$ cat src/hw/rtl/kvt_pkg.sv
// Shared types and constants of the key/value table.
package kvt_pkg;

	localparam int KEY_W  = 32;
	localparam int VAL_W  = 32;
	// One memory word: valid bit, key, value.
	localparam int WORD_W = 1 + KEY_W + VAL_W;

	localparam logic [VAL_W-1:0] ABSENT_VALUE = '1;

	typedef enum logic [1:0] {
		OP_PUT    = 2'd0,
		OP_GET    = 2'd1,
		OP_REMOVE = 2'd2
	} op_t;

	typedef enum logic [1:0] {
		STAT_OK      = 2'd0,
		STAT_MISSING = 2'd1,
		STAT_FULL    = 2'd2
	} status_t;

	typedef enum logic [2:0] {
		S_CLEAR,
		S_IDLE,
		S_SCAN,
		S_DRAIN,
		S_WRITE
	} state_t;

	typedef struct packed {
		logic clear;
		logic sample;
	} scan_ctl_t;

	typedef struct packed {
		logic hit;
		logic free;
	} scan_flags_t;

endpackage

$ cat src/hw/rtl/kvt_ram.sv
// Generic single-port synchronous RAM with a registered read.
module kvt_ram #(
	parameter int WIDTH = 8,
	parameter int DEPTH = 16
) (
	input  logic                                    clk,
	input  logic                                    we,
	input  logic [((DEPTH > 1) ? $clog2(DEPTH) : 1)-1:0] addr,
	input  logic [WIDTH-1:0]                        wdata,
	output logic [WIDTH-1:0]                        rdata
);

	logic [WIDTH-1:0] mem [DEPTH];

	always_ff @(posedge clk) begin
		if (we) begin
			mem[addr] <= wdata;
		end
		rdata <= mem[addr];
	end

endmodule

$ cat src/hw/rtl/kvt_scan.sv
// Scan tracker: finds the entry holding a key and the lowest free entry.
module kvt_scan #(
	parameter int IW = 6
) (
	input  logic                     clk,
	input  logic                     arst_n,
	input  kvt_pkg::scan_ctl_t       ctl,
	input  logic [IW-1:0]            index,
	input  logic [kvt_pkg::KEY_W-1:0] key,
	input  logic [kvt_pkg::WORD_W-1:0] word,
	output kvt_pkg::scan_flags_t     flags,
	output logic [IW-1:0]            hit_idx,
	output logic [IW-1:0]            free_idx,
	output logic [kvt_pkg::VAL_W-1:0] hit_value
);
	import kvt_pkg::*;

	logic             word_valid;
	logic [KEY_W-1:0] word_key;
	logic [VAL_W-1:0] word_value;
	logic             hit_q;
	logic             free_q;

	assign word_valid = word[WORD_W-1];
	assign word_key   = word[VAL_W +: KEY_W];
	assign word_value = word[VAL_W-1:0];

	always_ff @(posedge clk or negedge arst_n) begin
		if (!arst_n) begin
			hit_q  <= 1'b0;
			free_q <= 1'b0;
		end else if (ctl.clear) begin
			hit_q  <= 1'b0;
			free_q <= 1'b0;
		end else if (ctl.sample) begin
			if (word_valid && word_key == key && !hit_q) begin
				hit_q <= 1'b1;
			end
			if (!word_valid && !free_q) begin
				free_q <= 1'b1;
			end
		end
	end

	// Index and value registers only load on the first match or first free slot.
	always_ff @(posedge clk) begin
		if (ctl.sample && !ctl.clear) begin
			if (word_valid && word_key == key && !hit_q) begin
				hit_idx   <= index;
				hit_value <= word_value;
			end
			if (!word_valid && !free_q) begin
				free_idx <= index;
			end
		end
	end

	assign flags.hit  = hit_q;
	assign flags.free = free_q;

endmodule

$ cat src/hw/rtl/key_value_table.sv
// Top level of the key/value table: sequencer, scan tracker and entry memory.
//
// An associative table of up to ENTRIES key/value pairs. A word is accepted on
// a rising edge with start high and busy low; operation selects put, get or
// remove, lookup_key names the key and new_value carries the value of a put.
// Each word yields exactly one result, shown for one cycle with done high:
// read_value, found and status. The receiver cannot stall the block.
//
// Every operation reads all ENTRIES memory words in order through the single
// memory port, one per cycle, then waits for the last read in S_DRAIN and
// writes back in S_WRITE where a put or remove needs it; the next word is
// taken in S_IDLE after that, and done rises in the cycle in which busy falls.
//
// After reset the block clears every memory word, one per cycle, and holds
// busy high until the last one is cleared, before the first word is taken.
module key_value_table #(
	parameter int ENTRIES = 64
) (
	input  logic                          clk,
	input  logic                          arst_n,
	input  logic                          start,
	output logic                          busy,
	input  logic [1:0]                    operation,
	input  logic signed [kvt_pkg::KEY_W-1:0] lookup_key,
	input  logic signed [kvt_pkg::VAL_W-1:0] new_value,
	output logic                          done,
	output logic signed [kvt_pkg::VAL_W-1:0] read_value,
	output logic                          found,
	output logic [1:0]                    status
);
	import kvt_pkg::*;

	localparam int IW = (ENTRIES > 1) ? $clog2(ENTRIES) : 1;
	localparam logic [IW-1:0] LAST = IW'(ENTRIES - 1);

	state_t            state_q, state_d;
	logic [IW-1:0]     addr_q;
	logic [1:0]        op_q;
	logic [KEY_W-1:0]  key_q;
	logic [VAL_W-1:0]  val_q;
	logic              sample_s1;
	logic [IW-1:0]     idx_s1;

	logic              ram_we;
	logic [IW-1:0]     ram_addr;
	logic [WORD_W-1:0] ram_wdata;
	logic [WORD_W-1:0] ram_rdata;

	scan_ctl_t         scan_ctl;
	scan_flags_t       flags;
	logic [IW-1:0]     hit_idx;
	logic [IW-1:0]     free_idx;
	logic [VAL_W-1:0]  hit_value;

	logic [VAL_W-1:0]  res_value;
	logic              res_found;
	logic [1:0]        res_status;
	logic              accept;

	assign busy   = (state_q != S_IDLE);
	assign accept = start && (state_q == S_IDLE);

	kvt_ram #(
		.WIDTH(WORD_W),
		.DEPTH(ENTRIES)
	) u_ram (
		.clk  (clk),
		.we   (ram_we),
		.addr (ram_addr),
		.wdata(ram_wdata),
		.rdata(ram_rdata)
	);

	assign scan_ctl.clear  = accept;
	assign scan_ctl.sample = sample_s1;

	kvt_scan #(
		.IW(IW)
	) u_scan (
		.clk      (clk),
		.arst_n   (arst_n),
		.ctl      (scan_ctl),
		.index    (idx_s1),
		.key      (key_q),
		.word     (ram_rdata),
		.flags    (flags),
		.hit_idx  (hit_idx),
		.free_idx (free_idx),
		.hit_value(hit_value)
	);

	always_ff @(posedge clk or negedge arst_n) begin
		if (!arst_n) begin
			state_q   <= S_CLEAR;
			addr_q    <= '0;
			sample_s1 <= 1'b0;
			done      <= 1'b0;
		end else begin
			state_q   <= state_d;
			sample_s1 <= (state_q == S_SCAN);
			done      <= (state_q == S_WRITE);
			if (accept) begin
				addr_q <= '0;
			end else if (state_q == S_CLEAR || state_q == S_SCAN) begin
				addr_q <= (addr_q == LAST) ? '0 : addr_q + 1'b1;
			end
		end
	end

	always_ff @(posedge clk) begin
		idx_s1 <= addr_q;
		if (accept) begin
			op_q  <= operation;
			key_q <= lookup_key;
			val_q <= new_value;
		end
		if (state_q == S_WRITE) begin
			read_value <= res_value;
			found      <= res_found;
			status     <= res_status;
		end
	end

	always_comb begin
		state_d    = state_q;
		ram_we     = 1'b0;
		ram_addr   = addr_q;
		ram_wdata  = '0;
		res_value  = ABSENT_VALUE;
		res_found  = 1'b0;
		res_status = STAT_OK;

		unique case (op_q)
			OP_PUT: begin
				res_found = flags.hit;
				if (!flags.hit && !flags.free) begin
					res_status = STAT_FULL;
				end
			end
			OP_GET: begin
				res_found = flags.hit;
				if (flags.hit) begin
					res_value = hit_value;
				end else begin
					res_status = STAT_MISSING;
				end
			end
			OP_REMOVE: begin
				res_found = flags.hit;
				if (!flags.hit) begin
					res_status = STAT_MISSING;
				end
			end
			default: begin
			end
		endcase

		unique case (state_q)
			S_CLEAR: begin
				ram_we = 1'b1;
				if (addr_q == LAST) begin
					state_d = S_IDLE;
				end
			end
			S_IDLE: begin
				if (start) begin
					state_d = S_SCAN;
				end
			end
			S_SCAN: begin
				if (addr_q == LAST) begin
					state_d = S_DRAIN;
				end
			end
			S_DRAIN: begin
				state_d = S_WRITE;
			end
			S_WRITE: begin
				state_d = S_IDLE;
				unique case (op_q)
					OP_PUT: begin
						ram_wdata = {1'b1, key_q, val_q};
						if (flags.hit) begin
							ram_we   = 1'b1;
							ram_addr = hit_idx;
						end else if (flags.free) begin
							ram_we   = 1'b1;
							ram_addr = free_idx;
						end
					end
					OP_REMOVE: begin
						// A freed entry is written back with its valid bit low.
						ram_we   = flags.hit;
						ram_addr = hit_idx;
					end
					default: begin
					end
				endcase
			end
			default: begin
				state_d = S_IDLE;
			end
		endcase
	end

endmodule

$ cat config.mk
export PLATFORM = sky130hd
export DESIGN_NAME = key_value_table
export DESIGN_NICKNAME = d
export VERILOG_FILES = /design/src/hw/rtl/kvt_pkg.sv /design/src/hw/rtl/kvt_ram.sv /design/src/hw/rtl/kvt_scan.sv /design/src/hw/rtl/key_value_table.sv
export SDC_FILE = /design/constraint.sdc
export NUM_CORES = 2
export LEC_CHECK = 0
export BUFFER_PORTS_ARGS = -buffer_cell sky130_fd_sc_hd__buf_2
export CAP_MARGIN = 20
export CORE_MARGIN = 2
export CORE_UTILIZATION = 30
export CTS_CLUSTER_DIAMETER = 60
export CTS_CLUSTER_SIZE = 8
export DETAILED_ROUTE_END_ITERATION = 8
export PLACE_DENSITY = 0.53
export SYNTH_ARGS = -nofsm -noshare
export SYNTH_HDL_FRONTEND = slang
export SYNTH_MEMORY_MAX_BITS = 65536
export SYNTH_SLANG_ARGS = --single-unit
$ cat constraint.sdc
create_clock -name clk -period 16.4 [get_ports clk]
set_clock_uncertainty 0.2 [all_clocks]
set_input_delay 3.28 -clock clk [delete_from_list [all_inputs] [get_ports clk]]
set_output_delay 3.28 -clock clk [all_outputs]
set_load 0.005 [all_outputs]
======== Word-level counts from Yosys, hierarchy flattened ========
Memory sizes are Yosys's and may differ from the RTL's. A register that Yosys moved wholly into a read port is not among the register bits.
Cells that the tools add are included.
word-level totals
  bits in writable memories ............... 4160
  output and inout bits ................... 37
  register bits ........................... 164
  memories ................................ 1
memories
  memory     depth  bits a word  rd ports  clocked after memory_dff  wr ports  line           text
  u_ram.mem  64     65           1         1                         1         kvt_ram.sv:13  logic [WIDTH-1:0] mem [DEPTH];
operators by class
  equality and inequality tests ........... 12
  add/sub/neg operators ................... 1
  muxes and demuxes ....................... 28
  reductions and logical operators ........ 25
operators with widths
  operator               count
  $mux W65               2
  $mux W6                6
  $eq A32 B32 Y1         1
  $pmux W3 S4            1
  $pmux W6 S2            1
  $mux W1                11
  $reduce_and A2 Y1      5
  $mux W3                3
  $reduce_bool A2 Y1     4
  $add A6 B1 Y6 const B  1
  $eq A3 B2 Y1 const B   2
  $eq A6 B6 Y1 const B   1
  $logic_and A1 B1 Y1    6
  $logic_not A1 Y1       4
  $ne A2 B1 Y1 const B   2
  $pmux W1 S2            2
  $pmux W2 S2            1
  $eq A3 B1 Y1 const B   1
  $eq A3 B3 Y1 const B   1
  $logic_not A3 Y1       1
  $ne A3 B1 Y1 const B   1
  $reduce_and A3 Y1      1
  $reduce_or A3 Y1       1
  $eq A2 B1 Y1 const B   1
  6 further kinds        6

======== Depth between registers and ports, before layout ========
  depth after elaboration ................. 6
  gate-level depth with buffers ........... 18
  mapped depth without buffers ............ 12

======== Modules after synthesis ========
From an unflattened synthesis, not the netlist that was laid out.
unflattened totals
  cell total of the unflattened synthesis .. 9137
  area, all modules ....................... 164159.9 µm²
modules (own cells, without submodules)
  module           instances  area an instance (µm²)  seq. area each (µm²)  cells an instance
  kvt_ram          1          157795.1                126221.1              8737
  key_value_table  1          4583.1                  3428.3                302
  kvt_scan         1          1781.7                  1371.3                98

======== Worst setup path after synthesis ========
Ideal clock, no wire load.
  path type ............................... flip-flop to flip-flop
  from .................................... register op_q[0]
  to ...................................... memory u_ram.mem[59][0] (netlist bit), enable pin
  arrival ................................. 7.194 ns
  setup time .............................. 0.567 ns
  path buffers ............................ 7
  period minus slack after synthesis ...... 7.962 ns
  data required time ...................... 15.633 ns
  cell stages (with the launch flop) ...... 15
  slack ................................... 8.438 ns
  cells stage by stage .................... edfxtp_1 > inv_1 > ha_1 > or3b_1 > inv_2 > o21ai_0 > o21a_1 > buf_2 > buf_2 > buf_2 > buf_4 > buf_2 > buf_1 > buf_2 > nor3_1
between the ends
  word-level cells in the longest chain between the ends .. 5
RTL lines
  what                                              line                    text
  start: declaration                                key_value_table.sv:38   logic [1:0] op_q;
  start signal: assignment                          key_value_table.sv:113  op_q <= operation;
  $eq A2 B2 Y1 or $logic_not A2 Y1 (tied branches)  key_value_table.sv:180  unique case (op_q)
  $pmux W1 S2                                       key_value_table.sv:180
  $pmux W1 S2                                       key_value_table.sv:158  unique case (state_q)
  $mux W1                                           kvt_ram.sv:16           if (we) begin
  $mux W1 (not written as such)                     kvt_ram.sv:17           mem[addr] <= wdata;
  end: declaration                                  kvt_ram.sv:13
Parallel ways exist; a longest one is shown, timed or not.

======== Worst setup path after layout ========
  from .................................... register state_q[2]
  to ...................................... register u_ram.rdata[43], read port of u_ram.mem
between the ends
  word-level cells in the longest chain between the ends .. 2
RTL lines
  what                      line                    text
  start: declaration        key_value_table.sv:36   state_t state_q, state_d;
  start signal: assignment  key_value_table.sv:99   state_q <= state_d;
  $eq A3 B3 Y1              key_value_table.sv:158
  $mux W6                   key_value_table.sv:158
  end: declaration          kvt_ram.sv:10           output logic [WIDTH-1:0] rdata
No other way between the ends.
A chain may end at the register's enable or synchronous reset.

==> reports/summary.txt <==
Power, Total - 35.0 mW
Ys flop type - sky130_fd_sc_hd__edfxtp_1
Placed standard-cell area - 0.177 sq mm
Final total negative setup slack - 0 ns
Cell area power density - 178 mW/mm^2
Deepest level of the CTS H-tree - 6
Portion of synthesized cell area occupied by the leading cell type - 77.6%
Most numerous cell types in the synthesized netlist - sky130_fd_sc_hd__edfxtp_1 (4305), sky130_fd_sc_hd__nand2_1 (1332), sky130_fd_sc_hd__a21oi_1 (676), sky130_fd_sc_hd__mux2i_1 (433), sky130_fd_sc_hd__o21ai_0 (373)
Final cycle utilization of the critical path - 47.2%
Floorplan core area - 0.553 sq mm
Worst VDD drop - 0.204 mV
Count leader, synth - sky130_fd_sc_hd__edfxtp_1
Insertion delay to the later sink of the worst-skew pair - 1.14 ns
Post-cts gate resize count - 0
Min Tclk post-route - 7.74 ns
Initial Util - 30.1%
Die footprint - 0.562 sq mm
Synthesized cell area - 0.167 sq mm
CP Data Arrival Time - 8.51 ns
Post-layout net count - 10800
IO Port Bufs - 105
Area Overhead vs Synth - 17.7%
Average detailed-routed wire length per instance - 35.5 um
Largest net degree at the start of global routing - 109
Post-Syn Instances - 10300
Maxcap violations - 0
Total Routed Length - 656000 um
First-pass GRT wire length - 877000 um
Detailed-router iteration count before antenna repair - 9
Antenna violations before repair - 48
Critical path class - reg2reg
Buffers inserted during post-CTS setup optimization - 0
Number of DRC markers after the initial detailed-route iteration - 18900
Clock slew at the register clock pins of the worst setup and hold paths - 0.05 ns
Cell leakage power - 63.9 nW
Number of distinct standard cells referenced by the synthesized netlist - 73
Number of synthesized flops with an enable pin - 4305
Count of pins over their slew limit - 0
CP endpoint kind - flop
Number of synthesized register bits - 4389
GRT overflow - 0
Final instance area - 0.196 sq mm
Remaining max-slew budget at the tightest pin - 17.9%
Violations in the final reports - DRC
GR Util All Layers - 22.5%
Maximum count of clock buffers along a single path - 4
Layout cell share with drive strength beyond 1 - 14.1%
Vias post-DR - 107000
Number of remaining DRC errors - 2
Number of vias per cell - 5.77
Final estimated routing congestion in global placement - 0.831
Antenna-violating nets left - 0
Unrepaired setup endpoints after global routing - no
Critical Path Fanout Max - 108
Cts-stage hold buffer count - 0
Post-synth net total - 10400
TritonCTS Buffers - 629
Cell type with the largest total area after synthesis - sky130_fd_sc_hd__edfxtp_1
Row cnt - 273
Post-synthesis average cell area - 16.1 sq um
TritonCTS clock tree - yes
Cell at the root of the clock tree - sky130_fd_sc_hd__clkbuf_16
Data required time of the critical path - 17.17 ns
Result of the run - finished, violations left
Number of sinks handled by clock tree synthesis - 4389
HPWL after DPL - 338000 um
Die boundary width - 749 um
Sequential-to-total area share from yosys stat - 78.6%
Chip Height - 749 um
Number of hold violations in the final report - 0
Tightest Hold Check Type - reg2reg
Pin slew with the least headroom to its limit - 1.23 ns
Setup violations, final - 0
Share of async-settable or async-resettable flops after synthesis - 0.296%
Yosys synthesis warning count - 0
Number of global-route vias before repair - 99600
Most area-consuming cells after synthesis - sky130_fd_sc_hd__edfxtp_1 (78%), sky130_fd_sc_hd__nand2_1 (3.0%), sky130_fd_sc_hd__mux2i_1 (2.6%)
Peak Freq - 129 MHz
Count of boundary I/O pins - 106
Critical Path Start Type - flop
Filler Cells Inserted - 52000
-- through the flow --
| stage | setup WS, ns | instances | hold slack [ns] | utilization, % |
|---|---|---|---|---|
| 2_1_floorplan | 8.44 | 10300 | 0.145 | - |
| 5_1_grt | 8.56 | 18500 | 0.211 | 35.5 |
| 6_report | 8.66 | 18500 | 0.205 | 35.5 |
| 3_3_place_gp | 8.96 | 17400 | 0.192 | 32.0 |
| 4_1_cts | 8.90 | 18400 | 0.205 | 35.4 |
| 3_5_place_dp | 8.94 | 17400 | 0.191 | 32.1 |
-- cell families after synthesis --
family | count (synthesis) | synth area share (%)
AO/OA/AOI/OAI | 2527 | 10.4
XOR/XNOR | 33 | 0.173
flip-flops | 4389 | 78.6
adder cells (fa/ha/maj) | 5 | 0.0375
multiplexers | 567 | 3.51
buffers and inverters | 737 | 1.99
AND/OR/NAND/NOR | 2079 | 5.31
-- final cells by class --
| cell class | count | area, sq um | area share (%) |
|---|---|---|---|
| timing repair buffer | 520 | 4350 | 2.22 |
| clock inverter | 65 | 997 | 0.508 |
| multi-input combinational | 5211 | 33300 | 17.0 |
| tap | 7287 | 9120 | 4.65 |
| antenna | 34 | 85.1 | 0.0434 |
| inverter | 22 | 90.1 | 0.0459 |
| sequential | 4389 | 131000 | 66.8 |
| clock buffer | 960 | 17200 | 8.78 |
-- worst paths after layout --
check,from,endpoint,slack (ns),cells past startpoint
max in group asynchronous,arst_n,addr_q[0],13.61,1
max reg2reg,state_q[2],u_ram.rdata[43],8.66,15
min reg2reg,u_ram.rdata[3],u_scan.hit_value[3],0.21,0
min,u_ram.rdata[3],u_scan.hit_value[3],0.21,0
max,state_q[2],u_ram.rdata[43],8.66,15
min in group asynchronous,arst_n,addr_q[4],1.98,1
-- critical path: stages, from the launching register on --
cell and delay (ns):
sky130_fd_sc_hd__dfrtp_1 0.46, sky130_fd_sc_hd__or3b_4 0.47, sky130_fd_sc_hd__inv_8 0.51, sky130_fd_sc_hd__buf_4 0.85, sky130_fd_sc_hd__nor2_1 0.25, sky130_fd_sc_hd__o21ai_4 0.32, sky130_fd_sc_hd__buf_4 0.46, sky130_fd_sc_hd__buf_12 0.50
sky130_fd_sc_hd__buf_4 0.64, sky130_fd_sc_hd__buf_4 0.75, sky130_fd_sc_hd__mux2_2 0.42, sky130_fd_sc_hd__a221oi_1 0.27, sky130_fd_sc_hd__nor2_1 0.11, sky130_fd_sc_hd__a221oi_1 0.26, sky130_fd_sc_hd__o22ai_1 0.13, sky130_fd_sc_hd__or4_1 0.54
-- sequential cells by signal (all words and copies together) (netlist names), 2 cells and up --
name / flops
u_scan.hit_idx: 6
addr_q: 6
op_q: 2
u_ram.rdata: 65
key_q: 32
u_ram.mem: 4160
read_value: 32
idx_s1: 6
val_q: 32
u_scan.hit_value: 32
state_q: 3
u_scan.free_idx: 6
status: 2
-- where the power goes --
part,switching [mW],internal (mW),total [mW]
clock network,4.91,7.20,12.1
registers,0.211,12.7,13.0
logic,7.35,2.57,9.92
-- layout by cell type (no fill, tap or decap), types with 54 or more instances in the layout --
master                      Yosys  routed
sky130_fd_sc_hd__a222oi_1      84      84
sky130_fd_sc_hd__a221o_1       65      65
sky130_fd_sc_hd__a31oi_1      121     121
sky130_fd_sc_hd__clkbuf_1     280     319
sky130_fd_sc_hd__a22o_1        56      55
sky130_fd_sc_hd__nor2_4         0      77
sky130_fd_sc_hd__o21ai_0      373     372
sky130_fd_sc_hd__nand2_1     1332    1324
sky130_fd_sc_hd__nor2_1       186     109
sky130_fd_sc_hd__a211oi_1     159     158
sky130_fd_sc_hd__mux2_2       133     133
sky130_fd_sc_hd__a21oi_1      676     676
sky130_fd_sc_hd__buf_4         43     358
sky130_fd_sc_hd__dfxtp_1       71      71
sky130_fd_sc_hd__o2bb2ai_1     97      97
sky130_fd_sc_hd__and3_2         0      54
sky130_fd_sc_hd__o22ai_1      108     108
sky130_fd_sc_hd__mux2i_1      433     433
sky130_fd_sc_hd__clkbuf_16      0     639
sky130_fd_sc_hd__nand3_1      283     282
sky130_fd_sc_hd__buf_2        280     107
sky130_fd_sc_hd__a22oi_1      184     183
sky130_fd_sc_hd__edfxtp_1    4305    4305
sky130_fd_sc_hd__a221oi_1     322     322
-- metal layers --
metal,global-route usage [%],vias up,share of wire (%)
met2,35.4,7577,46
met3,4.85,1367,11
met5,0,-,0.0099
li1,-,42100,-
met1,30.1,55600,39
met4,9.19,8,4.7
(Power assumes the default switching activity.)
